### config.mk
export PLATFORM = sky130hd
export DESIGN_NAME = rv32i_execute_stage
export DESIGN_NICKNAME = d
export VERILOG_FILES = /design/src/rtl/rv32ex_pkg.sv /design/src/rtl/rv32i_execute_stage.sv /design/src/rtl/rv32ex_regfile.sv /design/src/rtl/rv32ex_core.sv
export SDC_FILE = /design/constraint.sdc
export NUM_CORES = 2
export LEC_CHECK = 0
export BUFFER_PORTS_ARGS = -buffer_cell sky130_fd_sc_hd__buf_2
export CELL_PAD_IN_SITES_DETAIL_PLACEMENT = 1
export CELL_PAD_IN_SITES_GLOBAL_PLACEMENT = 2
export CORE_ASPECT_RATIO = 1.2
export CORE_MARGIN = 8
export CORE_UTILIZATION = 33
export CTS_CLUSTER_SIZE = 20
export DETAILED_ROUTE_END_ITERATION = 10
export PLACE_DENSITY_LB_ADDON = 0.1
export SLEW_MARGIN = 20
export SYNTH_ARGS = -nofsm -noshare
export SYNTH_HDL_FRONTEND = slang
export SYNTH_HIERARCHICAL = 1
export SYNTH_SLANG_ARGS = --single-unit
### constraint.sdc
create_clock -name clk -period 6.53 [get_ports clk]
set_input_delay 0.3265 -clock clk [delete_from_list [all_inputs] [get_ports clk]]
set_output_delay 0.3265 -clock clk [all_outputs]
set_load 0.01 [all_outputs]
### src/rtl/rv32ex_pkg.sv
package rv32ex_pkg;

  localparam int DEF_CODE_ADDR_BITS = 16;
  localparam int XLEN = 32;
  localparam int NUM_REGS = 32;
  localparam int REG_IDX_BITS = $clog2(NUM_REGS);

  localparam logic [XLEN-1:0] JALR_MASK = 32'hFFFF_FFFE;

  // opcode field, instruction bits 6:2
  localparam logic [4:0] OPC_LOAD   = 5'd0;
  localparam logic [4:0] OPC_OP_IMM = 5'd4;
  localparam logic [4:0] OPC_AUIPC  = 5'd5;
  localparam logic [4:0] OPC_STORE  = 5'd8;
  localparam logic [4:0] OPC_OP     = 5'd12;
  localparam logic [4:0] OPC_LUI    = 5'd13;
  localparam logic [4:0] OPC_BRANCH = 5'd24;
  localparam logic [4:0] OPC_JALR   = 5'd25;
  localparam logic [4:0] OPC_JAL    = 5'd27;
  localparam logic [4:0] OPC_SYSTEM = 5'd28;

  // instruction formats
  localparam logic [2:0] FMT_R = 3'd0;
  localparam logic [2:0] FMT_I = 3'd1;
  localparam logic [2:0] FMT_S = 3'd2;
  localparam logic [2:0] FMT_B = 3'd3;
  localparam logic [2:0] FMT_U = 3'd4;
  localparam logic [2:0] FMT_J = 3'd5;

  // ALU func3
  localparam logic [2:0] F3_ADD  = 3'd0;
  localparam logic [2:0] F3_SLL  = 3'd1;
  localparam logic [2:0] F3_SLT  = 3'd2;
  localparam logic [2:0] F3_SLTU = 3'd3;
  localparam logic [2:0] F3_XOR  = 3'd4;
  localparam logic [2:0] F3_SR   = 3'd5;
  localparam logic [2:0] F3_OR   = 3'd6;
  localparam logic [2:0] F3_AND  = 3'd7;

  // branch func3
  localparam logic [2:0] BR_EQ  = 3'd0;
  localparam logic [2:0] BR_NE  = 3'd1;
  localparam logic [2:0] BR_LT  = 3'd4;
  localparam logic [2:0] BR_GE  = 3'd5;
  localparam logic [2:0] BR_LTU = 3'd6;
  localparam logic [2:0] BR_GEU = 3'd7;

  typedef struct packed {
    logic [15:0]             pc;
    logic [4:0]              opcode;
    logic [2:0]              instr_type;
    logic [2:0]              func;
    logic                    alt_bit;
    logic [REG_IDX_BITS-1:0] rs1_index;
    logic [REG_IDX_BITS-1:0] rs2_index;
    logic [REG_IDX_BITS-1:0] rd_index;
    logic signed [19:0]      imm;
  } in_item_t;

  typedef struct packed {
    logic [15:0]             next_pc;
    logic signed [XLEN-1:0]  result_value;
    logic                    reg_written;
  } out_item_t;

  typedef struct packed {
    logic                    en;
    logic [REG_IDX_BITS-1:0] addr;
    logic [XLEN-1:0]         data;
  } wr_req_t;

endpackage

### src/rtl/rv32i_execute_stage.sv
// An accepted request passes two registers, the operand stage and then the result register, before it shows on out_*.
// Throughput: one request per cycle while out_ready stays high; the register file is read at the
//   accept edge and written when the request moves into the result register.
// A write at the same edge as a read is forwarded inside the register file.
// Reset (rst_n low, synchronous) empties both stages and clears the register
//   file valid flags; no clearing pass.
module rv32i_execute_stage #(
  parameter int CODE_ADDR_BITS = rv32ex_pkg::DEF_CODE_ADDR_BITS
) (
  input  logic                  clk,
  input  logic                  rst_n,
  input  logic                  in_valid,
  output logic                  in_ready,
  input  rv32ex_pkg::in_item_t  in_data,
  output logic                  out_valid,
  input  logic                  out_ready,
  output rv32ex_pkg::out_item_t out_data
);
  import rv32ex_pkg::*;

  // operand stage: decoded request plus registered operands
  logic      s1_valid_r;
  logic      s1_valid_nxt;
  in_item_t  s1_item_r;
  // result stage
  logic      out_valid_r;
  logic      out_valid_nxt;
  out_item_t out_data_r;

  logic            accept;
  logic            s1_adv;
  logic [XLEN-1:0] rs1_val;
  logic [XLEN-1:0] rs2_val;
  out_item_t       core_res;
  wr_req_t         core_wr;
  wr_req_t         rf_wr;

  // advance the operand stage when the result register is free or being drained
  assign s1_adv   = s1_valid_r && (!out_valid_r || out_ready);
  // take a new request whenever the operand stage empties this cycle
  assign in_ready = !s1_valid_r || s1_adv;
  assign accept   = in_valid && in_ready;

  // commit the register write only as the request leaves the operand stage
  assign rf_wr.en   = core_wr.en && s1_adv;
  assign rf_wr.addr = core_wr.addr;
  assign rf_wr.data = core_wr.data;

  rv32ex_regfile u_regfile (
    .clk    (clk),
    .rst_n  (rst_n),
    .rd_en  (accept),
    .raddr1 (in_data.rs1_index),
    .raddr2 (in_data.rs2_index),
    .wr     (rf_wr),
    .rdata1 (rs1_val),
    .rdata2 (rs2_val)
  );

  rv32ex_core #(
    .CODE_ADDR_BITS (CODE_ADDR_BITS)
  ) u_core (
    .item    (s1_item_r),
    .rs1_val (rs1_val),
    .rs2_val (rs2_val),
    .res     (core_res),
    .wr      (core_wr)
  );

  always_comb begin
    s1_valid_nxt = s1_valid_r;
    if (accept) begin
      s1_valid_nxt = 1'b1;
    end else if (s1_adv) begin
      s1_valid_nxt = 1'b0;
    end
  end

  always_comb begin
    out_valid_nxt = out_valid_r;
    if (s1_adv) begin
      out_valid_nxt = 1'b1;
    end else if (out_ready) begin
      out_valid_nxt = 1'b0;
    end
  end

  always_ff @(posedge clk) begin
    if (!rst_n) begin
      s1_valid_r  <= 1'b0;
      out_valid_r <= 1'b0;
    end else begin
      s1_valid_r  <= s1_valid_nxt;
      out_valid_r <= out_valid_nxt;
    end
  end

  // payload: hold while stalled, load on advance
  always_ff @(posedge clk) begin
    if (accept) begin
      s1_item_r <= in_data;
    end
    if (s1_adv) begin
      out_data_r <= core_res;
    end
  end

  assign out_valid = out_valid_r;
  assign out_data  = out_data_r;

`ifndef NO_ASSERTIONS
  // register zero is never written
  a_no_x0_write: assert property (@(posedge clk) disable iff (!rst_n)
    rf_wr.en |-> (rf_wr.addr != '0))
    else $error("write to register zero");

  // an empty operand stage always takes a request
  a_ready_when_empty: assert property (@(posedge clk) disable iff (!rst_n)
    !s1_valid_r |-> in_ready)
    else $error("in_ready low with empty operand stage");

  // an accepted request lands in the operand stage
  a_accept_fills: assert property (@(posedge clk) disable iff (!rst_n)
    accept |=> s1_valid_r)
    else $error("accepted request lost");

  // an advancing request is offered on the output next cycle with matching flag
  a_adv_offers: assert property (@(posedge clk) disable iff (!rst_n)
    s1_adv |=> (out_valid_r && out_data_r.reg_written == $past(core_wr.en)))
    else $error("advanced request not offered");
`endif

endmodule

### src/rtl/rv32ex_regfile.sv
module rv32ex_regfile (
  input  logic                                clk,
  input  logic                                rst_n,
  input  logic                                rd_en,
  input  logic [rv32ex_pkg::REG_IDX_BITS-1:0] raddr1,
  input  logic [rv32ex_pkg::REG_IDX_BITS-1:0] raddr2,
  input  rv32ex_pkg::wr_req_t                 wr,
  output logic [rv32ex_pkg::XLEN-1:0]         rdata1,
  output logic [rv32ex_pkg::XLEN-1:0]         rdata2
);
  import rv32ex_pkg::*;

  logic [XLEN-1:0]     mem [NUM_REGS];
  logic [NUM_REGS-1:0] valid_r;
  logic [XLEN-1:0]     rdata1_r;
  logic [XLEN-1:0]     rdata2_r;
  logic                v1_r;
  logic                v2_r;
  logic                hit1;
  logic                hit2;

  // a write at the same edge as the read passes straight through
  assign hit1 = wr.en && (wr.addr == raddr1);
  assign hit2 = wr.en && (wr.addr == raddr2);

  always_ff @(posedge clk) begin
    if (wr.en) begin
      mem[wr.addr] <= wr.data;
    end
    if (rd_en) begin
      rdata1_r <= hit1 ? wr.data : mem[raddr1];
      rdata2_r <= hit2 ? wr.data : mem[raddr2];
    end
  end

  always_ff @(posedge clk) begin
    if (!rst_n) begin
      valid_r <= '0;
      v1_r    <= 1'b0;
      v2_r    <= 1'b0;
    end else begin
      if (wr.en) begin
        valid_r[wr.addr] <= 1'b1;
      end
      if (rd_en) begin
        v1_r <= hit1 || valid_r[raddr1];
        v2_r <= hit2 || valid_r[raddr2];
      end
    end
  end

  // unwritten entries read as zero
  assign rdata1 = v1_r ? rdata1_r : '0;
  assign rdata2 = v2_r ? rdata2_r : '0;

endmodule

### src/rtl/rv32ex_core.sv
module rv32ex_core #(
  parameter int CODE_ADDR_BITS = rv32ex_pkg::DEF_CODE_ADDR_BITS
) (
  input  rv32ex_pkg::in_item_t        item,
  input  logic [rv32ex_pkg::XLEN-1:0] rs1_val,
  input  logic [rv32ex_pkg::XLEN-1:0] rs2_val,
  output rv32ex_pkg::out_item_t       res,
  output rv32ex_pkg::wr_req_t         wr
);
  import rv32ex_pkg::*;

  localparam logic [XLEN-1:0] ADDR_MASK = XLEN'((64'd1 << CODE_ADDR_BITS) - 64'd1);

  logic [XLEN-1:0] pc32;
  logic [XLEN-1:0] imm32;
  logic [XLEN-1:0] pc4;
  logic [XLEN-1:0] link;
  logic [XLEN-1:0] step_off;
  logic [XLEN-1:0] upper;
  logic [XLEN-1:0] jalr_sum;
  logic [XLEN-1:0] opb;
  logic [4:0]      shamt;
  logic            is_r;
  logic [XLEN-1:0] alu_out;
  logic            taken;
  logic [XLEN-1:0] result;
  logic [XLEN-1:0] npc;
  logic            wen;

  assign pc32     = {16'd0, item.pc} & ADDR_MASK;
  assign imm32    = XLEN'(item.imm);
  assign pc4      = {pc32[XLEN-3:0], 2'b00};
  assign link     = pc4 + XLEN'(4);
  assign step_off = XLEN'($signed(imm32) >>> 1);
  assign upper    = {item.imm, 12'd0};
  assign jalr_sum = rs1_val + imm32;

  assign is_r  = (item.instr_type == FMT_R);
  assign opb   = is_r ? rs2_val : imm32;
  assign shamt = is_r ? rs2_val[4:0] : item.rs2_index;

  always_comb begin
    case (item.func)
      F3_ADD:  alu_out = (is_r && item.alt_bit) ? rs1_val - opb : rs1_val + opb;
      F3_SLL:  alu_out = rs1_val << shamt;
      F3_SLT:  alu_out = XLEN'($signed(rs1_val) < $signed(opb));
      F3_SLTU: alu_out = XLEN'(rs1_val < opb);
      F3_XOR:  alu_out = rs1_val ^ opb;
      F3_SR:   alu_out = item.alt_bit ? XLEN'($signed(rs1_val) >>> shamt)
                                      : rs1_val >> shamt;
      F3_OR:   alu_out = rs1_val | opb;
      default: alu_out = rs1_val & opb;
    endcase
  end

  always_comb begin
    case (item.func)
      BR_EQ:   taken = (rs1_val == rs2_val);
      BR_NE:   taken = (rs1_val != rs2_val);
      BR_LT:   taken = ($signed(rs1_val) < $signed(rs2_val));
      BR_GE:   taken = !($signed(rs1_val) < $signed(rs2_val));
      BR_LTU:  taken = (rs1_val < rs2_val);
      BR_GEU:  taken = (rs1_val >= rs2_val);
      default: taken = 1'b0;
    endcase
  end

  always_comb begin
    result = '0;
    npc    = pc32 + XLEN'(1);
    case (item.instr_type)
      FMT_R: result = alu_out;
      FMT_I: begin
        if (item.opcode == OPC_JALR) begin
          result = link;
          npc    = (jalr_sum & JALR_MASK) >> 2;
        end else if (item.opcode == OPC_OP_IMM) begin
          result = alu_out;
        end
      end
      FMT_B: begin
        result = XLEN'(taken);
        if (taken) begin
          npc = pc32 + step_off;
        end
      end
      FMT_U: result = (item.opcode == OPC_LUI) ? upper : pc4 + upper;
      FMT_J: begin
        result = link;
        npc    = pc32 + step_off;
      end
      default: result = '0;
    endcase
  end

  assign wen = (item.rd_index != '0) && !(item.opcode inside {OPC_BRANCH, OPC_STORE});

  assign res.next_pc      = 16'(npc & ADDR_MASK);
  assign res.result_value = result;
  assign res.reg_written  = wen;

  assign wr.en   = wen;
  assign wr.addr = item.rd_index;
  assign wr.data = result;

endmodule

After elaboration in Yosys (flattened, before gate mapping)
Memory sizes are Yosys's and may differ from the RTL's. A register that Yosys moved wholly into a read port is not among the register bits. Cells that the tools add are included.

Bits in registers: 143. Latch bits: 0. ROM bits: 0. Bits in writable memories: 1024. Memories kept: 1. Input bits: 67.

Memory list: u_regfile.mem (depth 32, bits a word 32, rd ports 2, clocked after Yosys merged registers in 2, wr ports 1, RTL line rv32ex_regfile.sv:13) `logic [XLEN-1:0] mem [NUM_REGS];`.

Bitwise operators: 4. Muxes and demuxes: 27. Shift-type cells: 3. Add/subtract/negate cells: 7. Eq/ne operators: 20. Reductions and logical operators: 22. Multipliers: 0. $lt $le $gt $ge: 9. Div/mod/pow operators: 0.

Operator list (number): $mux W32 (8); $pmux W32 S7 (1); $pmux W32 S5 (1); $lt A32 B32 Y1 (4); $or A32 B32 Y32 (2); $pmux W16 S3 (1); $add A18 B32 Y32 (1); $add A32 B32 Y32 (1); $and A32 B32 Y32 (1); $eq A32 B32 Y1 (1); $ge A32 B32 Y1 (1); $mux W16 (2); $ne A32 B32 Y1 (1); $shl A32 B5 Y32 (1); $shr A32 B5 Y32 (1); $sshr A32 B5 Y32 (1); $sub A32 B32 Y32 (1); $xor A32 B32 Y32 (1); $add A18 B3 Y19 const B (1); $add A18 B18 Y18 (1); $eq A3 B3 Y1 const B (6); $lt A5 B6 Y1 const B (3); $add A16 B1 Y16 const B (1); $add A16 B16 Y16 (1); other kinds (18) (49).

Logic depth before layout (Yosys ltp)
Depth after elaboration: 8. Mapped depth: 22.

Hierarchy
The synthesis kept the hierarchy.

By module, submodules not included: rv32ex_regfile (area each 50407.1 um^2, times used 1, cells an instance 2517); rv32ex_core (area each 13659.4 um^2, times used 1, cells an instance 2039); rv32i_execute_stage (area each 3477.1 um^2, times used 1, cells an instance 123).

Worst setup path after synthesis
OpenSTA, ideal clock, no wires.

Path kind: register -> register. Start point: reg s1_item_r[41] (netlist name). End point: reg u_regfile.rdata2_r[22], read port of u_regfile.mem (data pin). Buffers on the path: 4. Setup time: 267 ps. Path slack: 1834 ps. Data required time: 6263 ps. Stages on the path, launching flop included: 21. Arrival: 4429 ps. Period minus slack after synthesis: 4696 ps. Cells stage by stage: edfxtp_1 -> or3_1 -> clkbuf_1 -> clkbuf_1 -> clkbuf_1 -> nand2_1 -> nand2_1 -> fa_1 -> a21o_1 -> a21o_1 -> a21o_1 -> a2111oi_1 -> nor4_1 -> o21ai_0 -> nand2_1 -> a311oi_1 -> mux2i_1 -> o211ai_1 -> buf_4 -> nand2_1 -> o21ai_0.

RTL lines: to (decl) (RTL line rv32ex_regfile.sv:16) `logic [XLEN-1:0] rdata2_r;`.

==> reports/qor.yml <==
slew_violations: 0
clock_skew_ns: 0.0467
cp-end-kind: "flip-flop"
drive_gt1_frac: 0.247
cts_htree_levels: 4
grt_busiest_layer: "met2"
grt_max_degree: 100
maxCapViolCount: 0
cts_buffer_depth: 3
area_growth_pct: 13.7
grt_use_met1: 0.297
syn_inst: 4674
setup_viol: 0
required_ns: 7.02
status: "complete, no violations"
grt_pass1_vias: 48500
fmax_mhz: 169
grt_overflow_total: 0
synth_nets: 4912
rsz0062_at_grt: "false"
slew_headroom: 0.219
drc: 0
fillerInstances: 20700
grt_pass1_wl_um: 397000
cp-start-kind: "flip-flop"
min_path_type: "in2reg"
ant_nets: 0
gp_congestion: 0.916
routed_wl_um: 288000
fp.coreArea_um2: 203000
layout_min_cycle_time_ns: 5.90
hold_viol: 0
dieArea_um2: 219000
holdPathStages: 2
boundaryPins: 118
grtUsageMet2: 0.469
clk_transition_reported_paths_ns: 0.06
cts_root_buf: "clkbuf_16"
arrival_ns: 6.39
first_pass_iters: 5
final_common_cell: "edfxtp_1"
peakVddDrop_uv: 265
pwr_density_cell_nw_per_um2: 253
syn_avg_cell_area_um2: 14.4
dp_hpwl_um: 191000
grt_antenna_before_repair: 16
worstMarginPinSlew_ns: 1.17
nets: 5062
cts_tree: "done"
regArea_um2: 36600
dp.cells: 7276
multi_input_area_um2: 28800
dieHeight_um: 511
vias: 45800
gr-usage-all-layers: 0.255
rows: 181
drt-initial-drc-count: 3873
path_class: "reg2reg"
syn-cell-area_um2: 67400
yosysWarnings: 6
tns_ns: 0
post_cts_buffers: 0
regToRegSetupSlack_ns: 0.63
reg2reg_depth: 16
cts_sinks: 1231
fin_crit_sh: 0.904
final_cell_mix: "1195 x edfxtp_1, 555 x mux4_2, 271 x o22ai_1"
cts_buffers: 139
avgViaCountPerCell: 6.03
post_drt_wl_per_cell_um: 38.0
clk_latency_ns: 0.81
power.leakage_nw: 25.7
instances_no_fill: 7587
die_w_um: 429
critPathMaxFanout: 32
met3_usage: 0.0291
start_util: 0.332
port_buffers: 117
worst max-delay path, stage by stage (launching register included):
cell,delay [ns]
dfxtp_1,0.81
and2_1,0.45
inv_1,0.21
ha_1,0.28
fa_1,0.44
o21ba_2,0.24
nor3_1,0.28
nand3b_1,0.23
a31oi_1,0.26
a2111o_1,0.58
a21oi_1,0.39
a2111oi_0,0.23
o311ai_1,0.38
a2111oi_2,0.13
buf_4,0.20
a21o_1,0.23
buf_4,0.25
worst paths after layout:
check | end | start
worst min-delay path | u_regfile/valid_r[9] | rst_n
worst min register to register | u_regfile/valid_r[23] | u_regfile/valid_r[23]
worst max-delay path | u_regfile/mem[17][0] | u_regfile/v1_r
worst max register to register | u_regfile/mem[17][0] | u_regfile/v1_r
metal layers:
layer | vias to the layer above | share of wire
li1 | 19300 | -
met1 | 24600 | 0.38
met2 | 1396 | 0.52
met3 | 476 | 0.044
met4 | 2 | 0.056
met5 | - | 0.00011
final cells by class:
type,instances,area share
antenna,6,0.000196
clock buffer,173,0.0472
clock inverter,72,0.0107
inverter,145,0.00710
multi-input combinational,2921,0.375
sequential,1231,0.478
tap,2653,0.0433
timing repair buffer,386,0.0386
metrics by stage:
step	cell area [um^2]	hold WS [ns]	power (W)	setup WS (ns)	util
2_1_floorplan	67400	0.425	0.0107	1.83	-
3_3_place_gp	71600	0.461	0.0118	0.456	0.353
3_5_place_dp	71600	0.474	0.0118	0.667	0.353
4_1_cts	76600	0.0916	0.0196	0.666	0.378
5_1_grt	76600	0.130	0.0200	0.404	0.378
6_report	76600	0.140	0.0194	0.629	0.378
where the power goes:
part | switching, W | internal [W] | leakage (nW)
Sequential | 0.0000958 | 0.00884 | 11.4
Combinational | 0.00178 | 0.000924 | 12.2
Clock | 0.00342 | 0.00435 | 2.14
sequential cells by signal, indices dropped and copies added (netlist names):
| signal | cells |
|---|---|
| s1_valid_r | 1 |
| u_regfile/rdata1_r | 32 |
| s1_item_r | 58 |
| u_regfile/v1_r | 1 |
| u_regfile/rdata2_r | 32 |
| u_regfile/mem | 1024 |
| u_regfile/v2_r | 1 |
| out_valid | 1 |
| u_regfile/valid_r | 32 |
| out_data | 49 |
what timing repair did:
action                     CTS  global route
gates resized for setup      0             0
setup endpoints to repair    0             0
hold endpoints to repair    58             0
hold buffers                59             0
Power figures use the tool's default switching activity.
